[src/rtl/core/ppb_pkg.sv]
// ----------------------------------------------------------------------------
// ppb_pkg
// Shared types and constants of the perspective projection block.
// ----------------------------------------------------------------------------
package ppb_pkg;

  localparam int QUEUE_DEPTH = 2;
  localparam int CFG_IDX_W   = 3;

  localparam logic [CFG_IDX_W-1:0] REG_ROW0_AB = 3'd0;
  localparam logic [CFG_IDX_W-1:0] REG_ROW0_CD = 3'd1;
  localparam logic [CFG_IDX_W-1:0] REG_ROW1_AB = 3'd2;
  localparam logic [CFG_IDX_W-1:0] REG_ROW1_CD = 3'd3;
  localparam logic [CFG_IDX_W-1:0] REG_ROWW_AB = 3'd4;
  localparam logic [CFG_IDX_W-1:0] REG_ROWW_CD = 3'd5;
  localparam logic [CFG_IDX_W-1:0] REG_SCREEN  = 3'd6;
  localparam logic [CFG_IDX_W-1:0] REG_NEAR    = 3'd7;

  localparam logic [31:0] SCREEN_RESET = 32'd70780800;
  localparam logic [16:0] NEAR_RESET   = 17'd66;

  // One point handed from the front part to the back part.
  typedef struct packed {
    logic signed [63:0] cx;
    logic signed [63:0] cy;
    logic signed [63:0] cw;
    logic               front;
    logic               last;
  } ppb_clip_t;

  typedef enum logic [2:0] {
    F_IDLE, F_MUL, F_PUSH
  } ppb_fstate_t;

  typedef enum logic [2:0] {
    B_IDLE, B_DIVX, B_DIVY, B_OUT
  } ppb_bstate_t;

endpackage

[src/rtl/core/ppb_queue.sv]
// ----------------------------------------------------------------------------
// ppb_queue
// Short queue between the front and back parts.
// ----------------------------------------------------------------------------
module ppb_queue
  import ppb_pkg::*;
#(
  parameter int DEPTH = QUEUE_DEPTH
) (
  input  logic      clk,
  input  logic      rst,
  input  logic      push,
  input  ppb_clip_t wdata,
  output logic      full,
  input  logic      pop,
  output ppb_clip_t rdata,
  output logic      empty
);

  localparam int AW = (DEPTH > 1) ? $clog2(DEPTH) : 1;
  ppb_clip_t mem [DEPTH];
  logic [AW-1:0] wp, rp;
  logic [AW:0] cnt;

  assign full  = (cnt == (AW+1)'(DEPTH));
  assign empty = (cnt == '0);
  assign rdata = mem[rp];

  always_ff @(posedge clk) begin
    if (rst) begin
      wp <= '0; rp <= '0; cnt <= '0;
    end else begin
      if (push) wp <= (wp == AW'(DEPTH-1)) ? '0 : wp + 1'b1;
      if (pop)  rp <= (rp == AW'(DEPTH-1)) ? '0 : rp + 1'b1;
      cnt <= cnt + (AW+1)'(push) - (AW+1)'(pop);
    end
    if (push) mem[wp] <= wdata;
  end

endmodule

[config.mk]
export PLATFORM = sky130hd
export DESIGN_NAME = ppb_queue
export DESIGN_NICKNAME = d
export VERILOG_FILES = /design/src/rtl/core/ppb_pkg.sv /design/src/rtl/core/ppb_queue.sv
export SDC_FILE = /design/constraint.sdc
export NUM_CORES = 1
export LEC_CHECK = 0
export ABC_AREA = 1
export ABC_CLOCK_PERIOD_IN_PS = 12000
export BUFFER_PORTS_ARGS = -buffer_cell sky130_fd_sc_hd__buf_2
export CAP_MARGIN = 0
export CELL_PAD_IN_SITES_DETAIL_PLACEMENT = 1
export CELL_PAD_IN_SITES_GLOBAL_PLACEMENT = 1
export CORE_MARGIN = 2
export CORE_UTILIZATION = 45
export CTS_CLUSTER_DIAMETER = 60
export DETAILED_ROUTE_END_ITERATION = 7
export PLACE_DENSITY = 0.91
export RECOVER_POWER = 100
export SLEW_MARGIN = 30
export SYNTH_ARGS = -nofsm -noshare
export SYNTH_HDL_FRONTEND = slang
export SYNTH_SLANG_ARGS = --single-unit
[constraint.sdc]
create_clock -name clk -period 12 [get_ports clk]
set_clock_uncertainty 0.05 [all_clocks]
set_input_delay 1.2 -clock clk [delete_from_list [all_inputs] [get_ports clk]]
set_output_delay 1.2 -clock clk [all_outputs]
set_load 0.01 [all_outputs]
==> key figures <==
Final layout
  • Area taken by multi-input logic gates: 2290 µm²
  • FF+latch area: 11,800 µm²
  • P&R area growth vs syn: 19.1%
  • Layout cells sized above 1: 0.300
  • Fin nets: 1,257
  • Filler Cells Inserted: 3,181

Clock network
  • CTS Buf Count: 42
  • Root buf cell: clkbuf_16
  • Hold buffers post-CTS: 0
  • Clock slew at reported path FFs: 0.06 ns
  • Post-CTS resize count: 0
  • CTS Buffer Depth: 3
  • TritonCTS clock tree: built
  • Clock Sinks: around 390
  • Post-CTS setup buffer count: 0
  • H-tree levels: 2
  • Worst-Skew Late Latency: 0.51 ns

Setup path
  • Cell family with most CP delay: buffers and inverters
  • Type of destination of the critical path: register
  • Critical Path Start: push
  • R2r startpoint: wp
  • Top cell by count, worst path: clkbuf_1
  • Worst path cell trace: clkbuf_1 -> inv_1 -> nor2_1 -> clkbuf_1 -> clkbuf_1
  • CP Data Required Time: roughly 12 ns
  • Slowest stage delay, CP: approximately 3.0 ns
  • Critical Path Start Type: primary input
  • Crit Path Category: in -> reg
  • Worst path depth: 5
  • Reg2Reg Depth: 3
  • Worst path slowest cell: clkbuf_1
  • Arrival @ worst endpoint: 7.53 ns
  • Worst-path maximum fanout: 76
  • Worst Path Buf+Inv: 4

Hold path
  • WHS Path Cells: 2
  • Min-Delay Path Class: reg -> reg
  • Hold_sp: wp

GRT
  • Pin count of the biggest net entering global routing: 125
  • Vias in the first global route: 8,199
  • Gr ovfl total: 0
  • Antenna violations before repair: 4
  • First-pass GRT wire length: between 40,000 and 50,000 µm
  • Gr usage total: 0.188

Floorplanning
  • Starting Density: 0.458
  • I/O pin cnt: 394
  • Die ar.: 34,600 µm²
  • Chip width: 186 µm
  • Die extent in y: ~190 µm
  • Row count: 66
  • Core Area: between 30,000 and 40,000 µm²

Yosys
  • Avg Inst Size Synth: between 20 and 25 µm²
  • Sequential share of the synthesized area: 0.789
  • Synth Register Bits: 393
  • Area contributors post-synth: edfxtp_1 (78%), mux2_4 (16%), mux2_2 (2.6%)
  • YS warnings: 0
  • Syn_nets: approximately 840
  • Cell Area, Synth: 14,900 µm²
  • Area leader, netlist: edfxtp_1
  • Library cells used by synthesis: 15
  • Synth top area share: 0.782
  • Cell count after synthesis: ~640

STA
  • Final period util: 0.631
  • Final TNS setup: 0 ns
  • Final Max Slew Viols: between 400 and 500
  • Final setup viols: 0
  • Final worst slack: 4.43 ns
  • Fin. Hold Viols: 0
  • Least-Margin Pin Slew: 5.69 ns
  • Slew HR: -2.82
  • Min cycle time layout: 7.57 ns
  • Peak Freq: 0.132 GHz
  • Min Hold Slack: between 0.4 and 0.5 ns
  • RSZ-0062 raised after global routing: no

Drt
  • DRC violations left: 0
  • Initial DRC count: 330
  • WL final: 33,700 µm
  • Routed wire per std cell: 22.0 µm
  • Routed via count: around 7,500
  • Vias per inst: 4.90
  • Detailed Routing Iterations Pass 1: 4
  • Final ANT Viol Nets: 0

Power and ir drop
  • PwrDens: 176 nW/µm²
  • Int Power: 2.43 mW
  • Net switching power: approximately 0.69 mW
  • Clock power share: 0.387
  • Sequential power share: 0.520
  • VDD IR max: 0.127 mV
  • Combinational Power Share: 0.092
  • Pleak: around 6.3 nW
  • Net Sw Frac: 0.222
  • Pwr Total: 3.12 mW

Placed design
  • GPL Wtd Cong: 0.733
  • DP Worst Slack: around 8 ns
  • Post-DP HPWL: 23,600 µm
  • PortBufs: 393

Outcome
  • Status: finished, violations left
  • Violated checks: max-capacitance violations, max-slew violations

Job
  • MaxCap Viol Count: 8
-- cells in the final DEF (no fill, tap or decap), types with 2 or more instances in the layout --
cell type,n
dfxtp_1,5
clkinv_2,7
inv_1,7
clkbuf_16,45
edfxtp_1,388
buf_6,2
buf_2,230
clkinv_1,6
mux2_2,32
clkbuf_1,180
clkinvlp_4,2
nor2_1,8
mux2_4,4
mux2_1,158
ha_1,2
nand2_1,4
-- cell usage after synthesis --
cell type,number
mux2_2,34
nor2_1,8
nor3_1,1
xnor2_1,1
buf_2,3
nand3_1,1
edfxtp_1,388
mux2_4,160
inv_1,8
buf_8,1
ha_1,2
dfxtp_1,5
buf_6,18
a21oi_1,1
nand2_1,4
-- metal layers --
metal | vias up | GRT usage | wire length (µm)
li1 | 3354 | - | -
met1 | 3682 | 0.205 | 12000
met3 | 86 | 0.0610 | 3000
met4 | 6 | 0.0715 | 1200
met2 | 373 | 0.337 | 17400
met5 | - | 0 | 34
-- worst min-delay path, stage by stage (launching register included) --
cell and delay [ns]:
dfxtp_1 0.33, nor2_1 0.10, nor3_1 0.05
-- registers in the layout, indices dropped and copies added, names as in the netlist, named ones only --
register / flops
cnt: 2
mem: 388
rp: 1
wp: 1
-- layout make-up --
type                            instances  share of cell area
Clock buffer                           58              0.0668
Inverter                                8             0.00176
Timing Repair Buffer                  400               0.102
Clock inverter                         17             0.00628
Multi-Input combinational cell        212               0.129
Sequential cell                       393               0.663
Antenna cell                            1            0.000141
Tap cell                              442              0.0312
-- logic make-up (layout without fill, tap and decap cells) --
| family | Yosys count | count (layout) | synth area share |
|---|---|---|---|
| multiplexers | 194 | 194 | 0.187 |
| AND/OR/NAND/NOR | 14 | 14 | 0.00370 |
| flip-flops | 393 | 393 | 0.789 |
| adder cells (fa/ha/maj) | 2 | 2 | 0.00168 |
| AO/OA/AOI/OAI | 1 | 1 | 0.000336 |
| other | 0 | 1 | 0 |
| buffers and inverters | 30 | 483 | 0.0176 |
| XOR/XNOR | 1 | 1 | 0.000588 |
-- worst paths after layout --
check / to / slack (ns)
worst max-delay path: mem[0][32] / 4.43
worst min-delay path: wp / 0.48
worst max register to register: mem[0][32] / 4.99
worst min register to register: wp / 0.48
-- power by group through the flow --
stage,registers [mW],logic [mW],clock network (mW)
6_report,1.63,0.288,1.21
5_1_grt,1.63,0.312,1.28
4_1_cts,1.62,0.356,1.24
3_5_place_dp,1.65,0.353,0
3_3_place_gp,1.64,0.339,0
2_1_floorplan,1.65,0.224,0
-- stage by stage --
step	area, µm²	util	std cells
3_5_place_dp	17300	0.530	1455
6_report	17700	0.545	1531
5_1_grt	17700	0.545	1531
3_3_place_gp	17300	0.530	1455
4_1_cts	18600	0.570	1530
2_1_floorplan	14900	-	635
Note: power is estimated with default switching activity, not from simulation.
