[config.mk]
export PLATFORM = sky130hd
export DESIGN_NAME = ppb_front
export DESIGN_NICKNAME = d
export VERILOG_FILES = /design/src/rtl/core/ppb_pkg.sv /design/src/rtl/core/ppb_front.sv
export SDC_FILE = /design/constraint.sdc
export NUM_CORES = 2
export LEC_CHECK = 0
export BUFFER_PORTS_ARGS = -buffer_cell sky130_fd_sc_hd__buf_2
export CAP_MARGIN = 5
export CORE_MARGIN = 1.5
export CORE_UTILIZATION = 25
export DETAILED_ROUTE_END_ITERATION = 8
export GPL_TIMING_DRIVEN = 1
export SLEW_MARGIN = 20
export SYNTH_ARGS = -nofsm -noshare
export SYNTH_HDL_FRONTEND = slang
export SYNTH_SLANG_ARGS = --single-unit
export TNS_END_PERCENT = 50
[constraint.sdc]
create_clock -name clk -period 9.8 [get_ports clk]
set_input_delay 0.49 -clock clk [delete_from_list [all_inputs] [get_ports clk]]
set_output_delay 0.49 -clock clk [all_outputs]
set_load 0.005 [all_outputs]
[src/rtl/core/ppb_pkg.sv]
// ----------------------------------------------------------------------------
// ppb_pkg
// Shared types and constants of the perspective projection block.
// ----------------------------------------------------------------------------
package ppb_pkg;

  localparam int QUEUE_DEPTH = 2;
  localparam int CFG_IDX_W   = 3;

  localparam logic [CFG_IDX_W-1:0] REG_ROW0_AB = 3'd0;
  localparam logic [CFG_IDX_W-1:0] REG_ROW0_CD = 3'd1;
  localparam logic [CFG_IDX_W-1:0] REG_ROW1_AB = 3'd2;
  localparam logic [CFG_IDX_W-1:0] REG_ROW1_CD = 3'd3;
  localparam logic [CFG_IDX_W-1:0] REG_ROWW_AB = 3'd4;
  localparam logic [CFG_IDX_W-1:0] REG_ROWW_CD = 3'd5;
  localparam logic [CFG_IDX_W-1:0] REG_SCREEN  = 3'd6;
  localparam logic [CFG_IDX_W-1:0] REG_NEAR    = 3'd7;

  localparam logic [31:0] SCREEN_RESET = 32'd70780800;
  localparam logic [16:0] NEAR_RESET   = 17'd66;

  // One point handed from the front part to the back part.
  typedef struct packed {
    logic signed [63:0] cx;
    logic signed [63:0] cy;
    logic signed [63:0] cw;
    logic               front;
    logic               last;
  } ppb_clip_t;

  typedef enum logic [2:0] {
    F_IDLE, F_MUL, F_PUSH
  } ppb_fstate_t;

  typedef enum logic [2:0] {
    B_IDLE, B_DIVX, B_DIVY, B_OUT
  } ppb_bstate_t;

endpackage

[src/rtl/core/ppb_front.sv]
// ----------------------------------------------------------------------------
// ppb_front
// Accepts points and forms clip x, y and w with one shared multiplier.
// ----------------------------------------------------------------------------
module ppb_front
  import ppb_pkg::*;
(
  input  logic               clk,
  input  logic               rst,
  input  logic               in_valid,
  output logic               in_ready,
  input  logic signed [31:0] px,
  input  logic signed [31:0] py,
  input  logic signed [31:0] pz,
  input  logic               plast,
  input  logic [63:0]        coef [6],
  input  logic [16:0]        near_limit,
  output logic               push,
  output ppb_clip_t          push_data,
  input  logic               full
);

  ppb_fstate_t state, state_next;
  logic [3:0] step;
  logic signed [31:0] xr, yr, zr;
  logic lr;
  logic signed [63:0] acc [3];
  logic signed [63:0] prod;
  logic signed [31:0] c_op, p_op;
  logic [1:0] row;
  logic [1:0] col;
  logic [2:0] creg;

  assign row  = step[3:2];
  assign col  = step[1:0];
  assign creg = {row, col[1]};

  always_comb begin
    logic [63:0] w;
    w = coef[creg];
    c_op = col[0] ? w[63:32] : w[31:0];
    case (col)
      2'd0:    p_op = xr;
      2'd1:    p_op = yr;
      2'd2:    p_op = zr;
      default: p_op = 32'sd1;
    endcase
  end

  always_ff @(posedge clk) begin
    prod <= c_op * p_op;
  end

  always_comb begin
    state_next = state;
    case (state)
      F_IDLE:  if (in_valid) state_next = F_MUL;
      F_MUL:   if (step == 4'd12) state_next = F_PUSH;
      F_PUSH:  if (!full) state_next = F_IDLE;
      default: state_next = F_IDLE;
    endcase
  end

  always_comb begin
    in_ready = (state == F_IDLE);
    push     = (state == F_PUSH) && !full;
  end

  logic signed [63:0] nearq;
  assign nearq = {39'd0, near_limit, 8'd0};
  always_comb begin
    push_data.cx    = acc[0];
    push_data.cy    = acc[1];
    push_data.cw    = acc[2];
    push_data.front = (acc[2] >= nearq) && (acc[2] > 64'sd0);
    push_data.last  = lr;
  end

  // step k issues product k; product k-1 is accumulated.
  logic [3:0] pstep;
  logic [1:0] prow;
  assign pstep = step - 4'd1;
  assign prow  = pstep[3:2];

  always_ff @(posedge clk) begin
    if (rst) begin
      state <= F_IDLE;
      step  <= '0;
    end else begin
      state <= state_next;
      if (state == F_IDLE) step <= '0;
      else if (state == F_MUL) step <= step + 4'd1;
    end
    if (state == F_IDLE && in_valid) begin
      xr <= px; yr <= py; zr <= pz; lr <= plast;
      acc[0] <= '0; acc[1] <= '0; acc[2] <= '0;
    end
    if (state == F_MUL && step != 4'd0) begin
      if (pstep[1:0] == 2'd3) acc[prow] <= acc[prow] + prod;
      else acc[prow] <= acc[prow] + (prod >>> 16);
    end
  end

endmodule

==> impl_metrics.py <==
metrics = {
    "synth": {
        "seq_area_frac_synth_pct": 20.4,
        "synthArstFlopShare_pct": 0,
        "yosysUniqueCellTypes": 83,
        "avgSynthCellArea_um2": 9.91,
        "synth_nets": 7796,
        "syn_area_um2": 58900,
        "synthFlopType": "edfxtp_1",
        "syn_inst": 5942,
        "ys_ff_latch": 423,
        "synth_enable_flop_cells": 353,
        "yosys_warnings": 0,
    },
    "sta": {
        "hold_viol_final": 0,
        "maxSlewViolCount": 0,
        "setup_tns_ns": 0,
        "rsz0062_at_grt": "true",
        "fin_crit_sh_pct": 97.2,
        "finClkSkew_ns": 0.0876,
        "timing.final.ws_setup_ns": 0.270,
        "tightest_slew_ns": 1.15,
        "fmax_mhz": 105,
        "setup_viol": 0,
        "min_period_ns": 9.53,
        "relSlewSlack_pct": 23.2,
    },
    "setup_path": {
        "cpPeakStageDelay_ns": 0.69,
        "rr_endpoint": "prod[63]",
        "worst_ep_required_time_ns": 10.39,
        "endpoint_kind": "flop",
        "cp.arrival_ns": 10.12,
        "reg2reg_from": "step[1]",
        "cp_common_cell": "fa_1",
        "reg2reg_setup_slack_ns": 0.27,
        "crit_slowest_cell": "fa_1",
        "crit_type": "flop to flop",
        "crit_start": "step[1]",
        "ff2ff_path_depth": 32,
        "crit_path_start_kind": "flop",
        "crit_path_max_fanout": 21,
        "crit_end": "prod[63]",
    },
    "routing": {
        "drt_iter0_drc": 5487,
        "num_vias": 50600,
        "wl_mm": 304,
        "drc_errors": 0,
        "vias_per_cell": 4.99,
        "ant_nets": 0,
        "wl_per_cell_um": 29.9,
        "drt-pass1-iter-count": 6,
    },
    "floorplan": {
        "dieArea_um2": 239000,
        "fp-row-count": 177,
        "initial_utilization_pct": 25.2,
        "ioPinCount": 698,
        "core_um2": 233000,
        "die_w_um": 488,
        "fp.dieH_um": 488,
    },
    "clocking": {
        "cts-root-buf": "clkbuf_16",
        "cts_tree": "yes",
        "clkTransAtPathRegs_ns": 0.06,
        "cts_buffers": 51,
        "clock-sinks": 423,
        "htree_levels": 2,
        "insertion_delay_ns": 0.76,
        "cts.path.max_buffers": 3,
    },
    "cells_and_area": {
        "layout_commonest_cell": "inv_1",
        "nNetsFinal": 8690,
        "area_growth_pct": 21.9,
        "most-common-layout-cells": "1100 x inv_1, 1083 x fa_1, 792 x nand2_1",
        "drive_gt1_share_pct": 20.2,
    },
    "global_route": {
        "track_usage_pct": 25.0,
        "grt_max_degree": 65,
        "antenna_found_initial": 101,
        "grt_pass1_vias": 51200,
        "grt_pass1_wl_mm": 409,
        "grt.overflow.total": 0,
    },
    "placement": {
        "gp_congestion": 1.09,
        "place_ws_ns": 0.0944,
        "portBuffers": 697,
        "hpwl_mm": 256,
    },
    "hold_path": {
        "hp-start": "rst",
        "hold_class": "input port to flop",
    },
    "status": {
        "outcome": "complete, no violations",
    },
    "job": {
        "drv_cap": 0,
    },
}
-- routing by layer --
layer  vias up  track usage [%]  part of all wire, %
met1     26100             30.1                   36
met2      3090             38.3                   44
met4        26             17.7                  8.6
li1      20700                -                    -
met3       621             7.17                   11
met5         -                0                0.057
-- Yosys cell counts (9+ instances only) --
library cell  instances  area share [%]
inv_1              1101             7.0
mux4_2              130             5.0
nand2b_1             22            0.23
fa_1               1083              37
xor2_1               45            0.67
a21oi_1             151             1.3
nand4_1              24            0.25
nor2b_1              31            0.33
o21bai_1             35            0.45
a31o_2               26            0.39
dfxtp_1              70             2.4
and2_1               48            0.51
clkbuf_1            250             1.6
o22ai_1              33            0.35
xnor2_1              85             1.3
buf_2                19            0.16
nand3_1              39            0.33
a21o_1               96             1.2
buf_1                25            0.16
o21a_1               21            0.27
a211o_1               9            0.13
nor2_1              741             4.7
and3_1               19            0.20
nor4_1               18            0.19
ha_1                269             5.7
mux2_2               28            0.54
nand2_1             796             5.1
mux2i_1              61             1.0
o21ai_0              61            0.52
edfxtp_1            353              18
nor3_1               55            0.47
a31oi_1              34            0.36
o22a_1               29            0.43
nor3b_1              12            0.15
-- stage by stage --
stage | area (um2) | utilization (%) | instances | hold WS, ns
2_1_floorplan | 58900 | - | 5942 | 0.540
3_3_place_gp | 68600 | 29.4 | 9816 | 0.667
3_5_place_dp | 68600 | 29.4 | 9816 | 0.668
4_1_cts | 71300 | 30.5 | 10000 | 0.0443
5_1_grt | 71700 | 30.7 | 10100 | 0.0624
6_report | 71800 | 30.8 | 10100 | 0.0805
-- logic make-up after synthesis --
logic type / count (synthesis) / share of synthesized area [%]
mux: 219 / 6.54
xor+xnor: 130 / 1.93
buf+inv: 1398 / 8.96
compound gates: 588 / 6.84
simple gates: 1832 / 12.8
flops: 423 / 20.4
fa+ha+maj: 1352 / 42.5
-- registers in the layout (all words and copies together), names as in the netlist --
name and cells:
acc 256, prod 64, xr 32, yr 32, zr 32, step 4, state 2, lr 1
-- worst max-delay path, delay by kind of cell (launching register included) --
kind                     cells  cell delay [ns]
adder cells (fa/ha/maj)      9             4.48
buffers and inverters       10             1.30
AO/OA/AOI/OAI                5             1.11
AND/OR/NAND/NOR              5             1.05
multiplexers                 2             0.90
flip-flops                   1             0.46
XOR/XNOR                     1             0.07
-- repair_timing --
action                     in CTS  in global routing
hold endpoints to repair       97                  0
gates resized for setup         0                 22
hold buffers                   97                  0
buffers inserted                0                  1
setup endpoints to repair       0                 13
-- layout make-up --
cell class	instances	area (um2)
sequential	423	12000
clock inverter	33	357
fill	24500	162000
timing repair buffer	1136	7680
clock buffer	61	1330
multi-input combinational	4121	42000
antenna	134	335
tap	3132	3920
inverter	1103	4140
-- worst min-delay path by stage --
stage	endpoint	cells after the start	slack, ns
after floorplan	state[1]	2	0.54
after global placement	yr[24]	1	0.67
after detailed placement	yr[20]	1	0.67
after CTS	step[2]	2	0.04
after global routing	step[2]	2	0.06
final	step[2]	2	0.08
Power is left out: the tool's default activity adds up to more than one toggle a clock period on the data nets, which glitch-free logic cannot reach.
